===== config.mk =====
export PLATFORM = sky130hd
export DESIGN_NAME = keypad_passcode_lock
export DESIGN_NICKNAME = d
export VERILOG_FILES = /design/src/rtl/kpl_pkg.sv /design/src/rtl/kpl_core.sv /design/src/rtl/keypad_passcode_lock.sv
export SDC_FILE = /design/constraint.sdc
export NUM_CORES = 1
export LEC_CHECK = 0
export BUFFER_PORTS_ARGS = -buffer_cell sky130_fd_sc_hd__buf_2
export CORE_MARGIN = 2
export CORE_UTILIZATION = 53
export DETAILED_ROUTE_END_ITERATION = 10
export HOLD_SLACK_MARGIN = 0.12
export PLACE_DENSITY = 0.72
export SETUP_SLACK_MARGIN = 0.02
export SLEW_MARGIN = 20
export SYNTH_ARGS = -nofsm -noshare
export SYNTH_HDL_FRONTEND = slang
export SYNTH_SLANG_ARGS = --single-unit

===== constraint.sdc =====
create_clock -name i_clk -period 5.9 [get_ports i_clk]
set_input_delay 0.295 -clock i_clk [delete_from_list [all_inputs] [get_ports i_clk]]
set_output_delay 0.295 -clock i_clk [all_outputs]
set_load 0.01 [all_outputs]

===== src/rtl/kpl_pkg.sv =====
// shared types and constants for the keypad passcode lock
package kpl_pkg;

    // register indexes on the configuration port
    localparam logic [7:0] CFG_ENTER_KEY    = 8'd0;
    localparam logic [7:0] CFG_OPEN_KEY     = 8'd1;
    localparam logic [7:0] CFG_CHANGE_KEY   = 8'd2;
    localparam logic [7:0] CFG_MAX_ATTEMPTS = 8'd3;

    // register reset values
    localparam logic [7:0] RST_ENTER_KEY    = 8'd61;
    localparam logic [7:0] RST_OPEN_KEY     = 8'd43;
    localparam logic [7:0] RST_CHANGE_KEY   = 8'd45;
    localparam logic [3:0] RST_MAX_ATTEMPTS = 4'd3;

    localparam int KEY_W    = 8;
    localparam int CODE_W   = 40;
    localparam int KEYS_W   = 3;
    localparam int TRIES_W  = 4;
    localparam int TDATA_W  = 56;

    typedef enum logic [2:0] {
        PH_SET     = 3'd0,
        PH_CONFIRM = 3'd1,
        PH_MENU    = 3'd2,
        PH_OPEN    = 3'd3,
        PH_CHANGE  = 3'd4
    } t_phase;

    typedef enum logic [1:0] {
        CMD_NONE  = 2'd0,
        CMD_SAVE  = 2'd1,
        CMD_OPEN  = 2'd2,
        CMD_ALARM = 2'd3
    } t_cmd;

    typedef struct packed {
        logic [KEY_W-1:0]   enter_key;
        logic [KEY_W-1:0]   open_key;
        logic [KEY_W-1:0]   change_key;
        logic [TRIES_W-1:0] max_attempts;
    } t_cfg;

    typedef struct packed {
        logic               rejected;
        logic [TRIES_W-1:0] failed_tries;
        logic [KEYS_W-1:0]  keys_entered;
        t_phase             phase;
        logic [CODE_W-1:0]  code_out;
        t_cmd               command;
    } t_result;

endpackage


===== src/rtl/kpl_core.sv =====
// lock state machine: key collection, code compare and command decision
module kpl_core import kpl_pkg::*; #(
    parameter int CODE_LENGTH = 5
) (
    input  logic             i_clk,
    input  logic             i_rst_n,
    input  logic             i_fire,
    input  logic [KEY_W-1:0] i_key,
    input  t_cfg             i_cfg,
    output t_result          o_res
);

    localparam int CNT_W = $clog2(CODE_LENGTH + 1);
    localparam int IDX_W = (CODE_LENGTH > 1) ? $clog2(CODE_LENGTH) : 1;

    typedef logic [CODE_LENGTH-1:0][KEY_W-1:0] t_code;

    t_phase             r_phase, n_phase;
    logic [CNT_W-1:0]   r_key_count, n_key_count;
    logic [TRIES_W-1:0] r_try_count, n_try_count;
    t_code              r_entry, n_entry;
    t_code              r_first, n_first;
    t_code              r_saved, n_saved;

    logic               ended;
    logic               match_first;
    logic               match_saved;
    logic [TRIES_W-1:0] try_inc;
    logic [63:0]        packed_code;
    t_cmd               command;
    logic               rejected;

    assign match_first = (r_first == r_entry);
    assign match_saved = (r_saved == r_entry);
    assign try_inc     = r_try_count + 1'b1;

    // pack the confirmed code, first key in the highest used byte
    always_comb begin
        packed_code = '0;
        for (int i = 0; i < CODE_LENGTH; i++) begin
            packed_code[KEY_W*(CODE_LENGTH-1-i) +: KEY_W] = r_first[i];
        end
    end

    // next state and result for the key in the input register
    always_comb begin
        n_phase     = (r_phase > PH_CHANGE) ? PH_SET : r_phase;
        n_key_count = r_key_count;
        n_try_count = r_try_count;
        n_entry     = r_entry;
        n_first     = r_first;
        n_saved     = r_saved;
        ended       = 1'b0;
        command     = CMD_NONE;
        rejected    = 1'b0;

        // menu choice or key collection
        case (r_phase)
            PH_MENU: begin
                if (i_key == i_cfg.open_key) begin
                    n_phase     = PH_OPEN;
                    n_try_count = '0;
                end else if (i_key == i_cfg.change_key) begin
                    n_phase     = PH_CHANGE;
                    n_try_count = '0;
                end
            end
            default: begin
                if (r_key_count < CNT_W'(CODE_LENGTH)) begin
                    n_entry[r_key_count[IDX_W-1:0]] = i_key;
                    n_key_count = r_key_count + 1'b1;
                end else if (i_key == i_cfg.enter_key) begin
                    n_key_count = '0;
                    ended       = 1'b1;
                end
            end
        endcase

        // decision at the end of an entry
        if (ended) begin
            case (r_phase)
                PH_CONFIRM: begin
                    if (match_first) begin
                        n_saved = r_first;
                        command = CMD_SAVE;
                        n_phase = PH_MENU;
                    end else begin
                        rejected = 1'b1;
                        n_phase  = PH_SET;
                    end
                end
                PH_OPEN, PH_CHANGE: begin
                    if (match_saved) begin
                        if (r_phase == PH_OPEN) begin
                            command = CMD_OPEN;
                            n_phase = PH_MENU;
                        end else begin
                            n_phase = PH_SET;
                        end
                        n_try_count = '0;
                    end else begin
                        rejected    = 1'b1;
                        n_try_count = try_inc;
                        if (try_inc >= i_cfg.max_attempts) begin
                            command     = CMD_ALARM;
                            n_try_count = '0;
                            n_phase     = PH_MENU;
                        end
                    end
                end
                default: begin
                    n_first = r_entry;
                    n_phase = PH_CONFIRM;
                end
            endcase
        end
    end

    // result fields
    always_comb begin
        o_res.command      = command;
        o_res.code_out     = (command == CMD_SAVE) ? packed_code[CODE_W-1:0] : '0;
        o_res.phase        = n_phase;
        o_res.keys_entered = KEYS_W'(n_key_count);
        o_res.failed_tries = n_try_count;
        o_res.rejected     = rejected;
    end

    // control state
    always_ff @(posedge i_clk) begin
        if (!i_rst_n) begin
            r_phase     <= PH_SET;
            r_key_count <= '0;
            r_try_count <= '0;
        end else if (i_fire) begin
            r_phase     <= n_phase;
            r_key_count <= n_key_count;
            r_try_count <= n_try_count;
        end
    end

    // code stores
    always_ff @(posedge i_clk) begin
        if (i_fire) begin
            r_entry <= n_entry;
            r_first <= n_first;
            r_saved <= n_saved;
        end
    end

endmodule


===== src/rtl/keypad_passcode_lock.sv =====
// keypad passcode lock top level: stream channels, configuration and result register
// Usage:
//   The slave stream takes one key code per beat on s_axis_tdata. Each key gives
//   exactly one result beat on the master stream: command, packed code, phase,
//   keys collected, failed tries and a rejected flag.
//   The configuration channel writes enter key, open key, change key and the
//   attempt limit by index; it is always ready and is meant to be used while idle.
// Timing:
//   A key is captured in the input register, is decided by single-pass logic
//   and lands in the output register, from which its result is presented. One
//   key per cycle is sustained while the master side does not stall.
// Reset:
//   Synchronous and active low; phase returns to setup, counters clear and the
//   registers take their defaults. Stored codes hold no value until written.
// Stall:
//   While the master side stalls the result is held; one more key is still taken
//   into the input register, then s_axis_tready drops until the output moves.
module keypad_passcode_lock import kpl_pkg::*; #(
    parameter int CODE_LENGTH = 5
) (
    input  logic               i_clk,
    input  logic               i_rst_n,
    // key stream
    input  logic               s_axis_tvalid,
    output logic               s_axis_tready,
    input  logic [7:0]         s_axis_tdata,  // key[7:0]
    // result stream
    output logic               m_axis_tvalid,
    input  logic               m_axis_tready,
    // command[1:0], code_out[41:2], phase[44:42], keys_entered[47:45],
    // failed_tries[51:48], rejected[52], zero fill[55:53]
    output logic [TDATA_W-1:0] m_axis_tdata,
    // configuration writes
    input  logic               i_cfg_valid,
    output logic               o_cfg_ready,
    input  logic [7:0]         i_cfg_addr,
    input  logic [7:0]         i_cfg_data
);

    t_cfg             r_cfg;
    logic             r_in_valid;
    logic [KEY_W-1:0] r_in_key;
    logic             r_out_valid;
    t_result          r_out;
    t_result          core_res;
    logic             out_ready;
    logic             core_fire;
    logic             in_ready;

    // handshake between the two stages
    assign out_ready     = !r_out_valid || m_axis_tready;
    assign core_fire     = r_in_valid && out_ready;
    assign in_ready      = !r_in_valid || core_fire;
    assign s_axis_tready = in_ready;
    assign o_cfg_ready   = 1'b1;

    // configuration registers
    always_ff @(posedge i_clk) begin
        if (!i_rst_n) begin
            r_cfg.enter_key    <= RST_ENTER_KEY;
            r_cfg.open_key     <= RST_OPEN_KEY;
            r_cfg.change_key   <= RST_CHANGE_KEY;
            r_cfg.max_attempts <= RST_MAX_ATTEMPTS;
        end else if (i_cfg_valid) begin
            case (i_cfg_addr)
                CFG_ENTER_KEY:    r_cfg.enter_key    <= i_cfg_data;
                CFG_OPEN_KEY:     r_cfg.open_key     <= i_cfg_data;
                CFG_CHANGE_KEY:   r_cfg.change_key   <= i_cfg_data;
                CFG_MAX_ATTEMPTS: r_cfg.max_attempts <= i_cfg_data[TRIES_W-1:0];
                default: ;
            endcase
        end
    end

    // input register
    always_ff @(posedge i_clk) begin
        if (!i_rst_n) begin
            r_in_valid <= 1'b0;
        end else if (in_ready) begin
            r_in_valid <= s_axis_tvalid;
        end
    end

    always_ff @(posedge i_clk) begin
        if (in_ready && s_axis_tvalid) begin
            r_in_key <= s_axis_tdata;
        end
    end

    kpl_core #(
        .CODE_LENGTH (CODE_LENGTH)
    ) u_core (
        .i_clk   (i_clk),
        .i_rst_n (i_rst_n),
        .i_fire  (core_fire),
        .i_key   (r_in_key),
        .i_cfg   (r_cfg),
        .o_res   (core_res)
    );

    // result register
    always_ff @(posedge i_clk) begin
        if (!i_rst_n) begin
            r_out_valid <= 1'b0;
        end else if (out_ready) begin
            r_out_valid <= core_fire;
        end
    end

    always_ff @(posedge i_clk) begin
        if (core_fire) begin
            r_out <= core_res;
        end
    end

    assign m_axis_tvalid = r_out_valid;
    assign m_axis_tdata  = {{(TDATA_W - $bits(t_result)){1'b0}}, r_out};

    // a saved code always lands in the menu with a fresh entry
    a_save_to_menu: assert property (@(posedge i_clk) disable iff (!i_rst_n)
        r_out_valid && r_out.command == CMD_SAVE |->
            r_out.phase == PH_MENU && r_out.keys_entered == '0)
        else $error("save result not in menu phase");

    // alarm clears the try count and is always a rejection
    a_alarm_clears: assert property (@(posedge i_clk) disable iff (!i_rst_n)
        r_out_valid && r_out.command == CMD_ALARM |->
            r_out.failed_tries == '0 && r_out.rejected && r_out.phase == PH_MENU)
        else $error("alarm result with stale try count");

    // the code field is only driven with a save
    a_code_only_on_save: assert property (@(posedge i_clk) disable iff (!i_rst_n)
        r_out_valid && r_out.command != CMD_SAVE |-> r_out.code_out == '0)
        else $error("code shown without save");

    // a rejection ends an entry and never carries open or save
    a_reject_ends_entry: assert property (@(posedge i_clk) disable iff (!i_rst_n)
        r_out_valid && r_out.rejected |->
            r_out.keys_entered == '0 &&
            (r_out.command == CMD_NONE || r_out.command == CMD_ALARM))
        else $error("rejection with open entry or wrong command");

endmodule

==> out/qor.csv <==
metric,value,unit
wire_per_inst,19.03,µm
cts_resized,0,
track_usage,20.96,%
num_rows,47,
postPlaceCellArea,9713,µm²
critPathKind,reg -> reg,
hold_viol_final,0,
grt_pass1_vias,5350,
cap_violations,0,
die_h,134.9,µm
first_pass_iters,5,
p_seq_share,54.3,%
postLayoutCoreUtil,63.63,%
ant_nets,0,
synth_xor_area_share,10.22,%
start_util,54.57,%
fillers,1254,
muxShareOfSynthArea,3.210,%
ff_latch_area,6236,µm²
finalPower,0.003195,W
yosysUniqueCellTypes,51,
clk_latency,0.51,ns
ys_ff_latch,221,
grt_pass1_wl,29.13,mm
vias_per_cell,5.483,
critPathRequiredTime,6.03,ns
fin_crit_sh,48.80,%
fp.dieW,134.9,µm
ys_seq_area_share,68.67,%
drt-initial-drc-count,534,
postSynthAreaPerCell,14.44,µm²
min_period,2.879,ns
power.switching,0.0006605,W
drc,0,
fin_skew,0.02137,ns
critPathLaunchType,flip-flop,
finalWorstSetupSlack,3.021,ns
setup_viol,0,
cts_inserted_buffers,23,
drt-total-wl,18.65,mm
status,finished clean,
worstMarginPinSlew,0.9216,ns
syn_inst,629,
worst-path-max-fanout,39,
hold_path_depth,2,
worstPathArrival,3.01,ns
yosys_warnings,0,
final_nets,778,
ioPinCount,88,
grt_max_degree,65,
dp_hpwl,12.27,mm
antenna_found_initial,0,
setup_tns,0,ns
dominantRegCellSynth,edfxtp_1,
synth_edf_count,181,
hold_path.class,in -> reg,
globalplace.congestion,0.8348,
p_leak,3.807,nW
rsz0062_at_grt,no,
cts_max_path_buffers,3,
htreeDepth,1,
grt-ovfl-total,0,
rr_worst_depth,6,
multi_input_area,2704,µm²
pwr-share-clk,42.4,%
yosys.area_share.simple,12.36,%
design.core.area,16640,µm²
die-area,18200,µm²
cts_sinks,221,
n_antenna_cell,0,
ir_worst_vdd,0.0002275,V
detailedPlace.worstSlack,3.009,ns
vias,5373,
synth-adder-area-share,0.8267,%
syn_to_final_growth,16.60,%
slew_violations,0,
p_int,0.002534,W
cts_tree,yes,
cts_root_buf,clkbuf_16,
combPwrFrac,3.4,%
synth_top_family_by_area,simple AND/OR/NAND/NOR gates,
drive_gt1_share,17.63,%
p_sw_share,20.68,%
fmax,347.3,MHz
synth_compound_area_share,2.866,%
slew-limit-headroom,38.22,%
critPathCaptureType,flip-flop,
synth-async-reset-ratio,0,%
clk_pin_slew,0.06,ns
port_buffers,83,
syn_area,9081,µm²
stdcell_area,10590,µm²
p_per_area,301.7,nW/µm²
==> critical path, cell delays in order, from the launching register on <==
cell,delay (ns)
edfxtp_1,0.46
xor2_1,0.22
nor4_1,0.57
nand4_1,0.31
nor4_4,0.23
and2_1,0.19
buf_4,0.48
==> cell families (layout without fill, tap and decap cells) <==
group                    count (synthesis)  in the layout
flip-flops                             221            221
AND/OR/NAND/NOR                        198            198
XOR/XNOR                               106            106
AO/OA/AOI/OAI                           39             39
multiplexers                            29             29
buffers and inverters                   28            157
adder cells (fa/ha/maj)                  6              6
other                                    2              4
==> cell usage after synthesis (2+ instances only) <==
cell,count,share of area (%)
mux2i_1,28,3.1
buf_6,4,0.50
inv_1,6,0.25
nor3b_1,2,0.17
a21oi_1,8,0.44
buf_2,2,0.11
nor2b_1,3,0.21
o211ai_1,2,0.17
nand2_1,38,1.6
o21ai_0,10,0.55
nand2b_1,4,0.28
xor2_1,33,3.2
nor4_1,12,0.83
nor4_4,3,0.70
nor3_1,9,0.50
nand4_1,19,1.3
ha_1,6,0.83
nand3_1,12,0.66
o21ai_1,3,0.17
and2_1,44,3.0
and3_1,3,0.21
a31oi_1,2,0.14
edfxtp_1,181,60
dfxtp_1,40,8.8
conb_1,2,0.083
nand3b_1,4,0.33
xnor2_1,73,7.0
buf_4,6,0.50
a21o_1,4,0.33
nor2_1,36,1.5
clkbuf_1,10,0.41
==> state kept, by name (all words and copies together), names as in the netlist <==
| signal | count |
|---|---|
| m_axis_tdata | 53 |
| u_core.packed_code | 40 |
| u_core.r_entry | 40 |
| u_core.r_saved | 40 |
| r_cfg | 28 |
| r_in_key | 8 |
| u_core.r_try_count | 4 |
| u_core.r_key_count | 3 |
| u_core.r_phase | 3 |
| m_axis_tvalid | 1 |
| r_in_valid | 1 |
==> stage by stage <==
stage	std cells	hold WS, ns
floorplan	631	0.3939
global placement	920	0.4664
detailed placement	920	0.4655
CTS	980	0.1424
global route	980	0.1648
finish	980	0.1640
==> cell type report <==
class / instances / area share, %
clock buffers: 36 / 5.991
clock inverters: 6 / 0.5790
inverters: 6 / 0.2127
multi-input cells: 382 / 25.53
flip-flops and latches: 221 / 58.89
well taps: 220 / 2.600
repair buffers: 109 / 6.192
==> final timing paths <==
check,startpoint,to,slack [ns]
max,u_core.r_entry[30],u_core.r_saved[33],3.02
min,i_rst_n,r_cfg[15],0.16
max reg2reg,u_core.r_entry[30],u_core.r_saved[33],3.02
min reg2reg,r_cfg[1],r_cfg[1],0.48
==> cell usage in the layout, fill, tap and decap left out, types with 2 or more instances in the layout <==
cell / instances
clkbuf_1: 12
edfxtp_1: 181
nand4_1: 19
o21ai_1: 3
xor2_1: 33
and2_1: 44
nor4_4: 3
nand3_1: 12
a31oi_1: 2
nor2b_1: 3
a21oi_1: 8
nand3b_1: 4
nand2_1: 38
nor3b_1: 2
mux2i_1: 28
a21o_1: 4
and3_1: 3
inv_1: 5
ha_1: 6
o21ai_0: 10
dfxtp_1: 40
conb_1: 4
nor2_1: 36
buf_4: 8
clkinv_2: 3
nor4_2: 2
nand2b_1: 4
clkbuf_16: 23
nor4_1: 11
nor3_1: 8
buf_2: 83
dlygate4sd3_1: 18
xnor2_1: 73
o211ai_1: 2
==> power by group through the flow <==
stage	Combinational (W)	Sequential, W	Clock (W)
after floorplan	0.0000527	0.00176	0
after global placement	0.0000979	0.00176	0
after detailed placement	0.0000996	0.00177	0
after CTS	0.000109	0.00173	0.00138
after global routing	0.000119	0.00174	0.00144
final	0.000108	0.00173	0.00135
==> routing by layer <==
layer  wire length, µm  global-route usage (%)  vias up
li1                  -                       -     2504
met1              7683                   28.29     2648
met2              9212                   34.91      187
met3              1198                   2.965       34
met4               554                   7.719        0
met5                 0                       0        -
==> timing repair <==
item,in CTS,in global routing
hold endpoints to repair,36,0
hold buffers,18,0
buffers inserted,0,0
(Power assumes the default switching activity.)
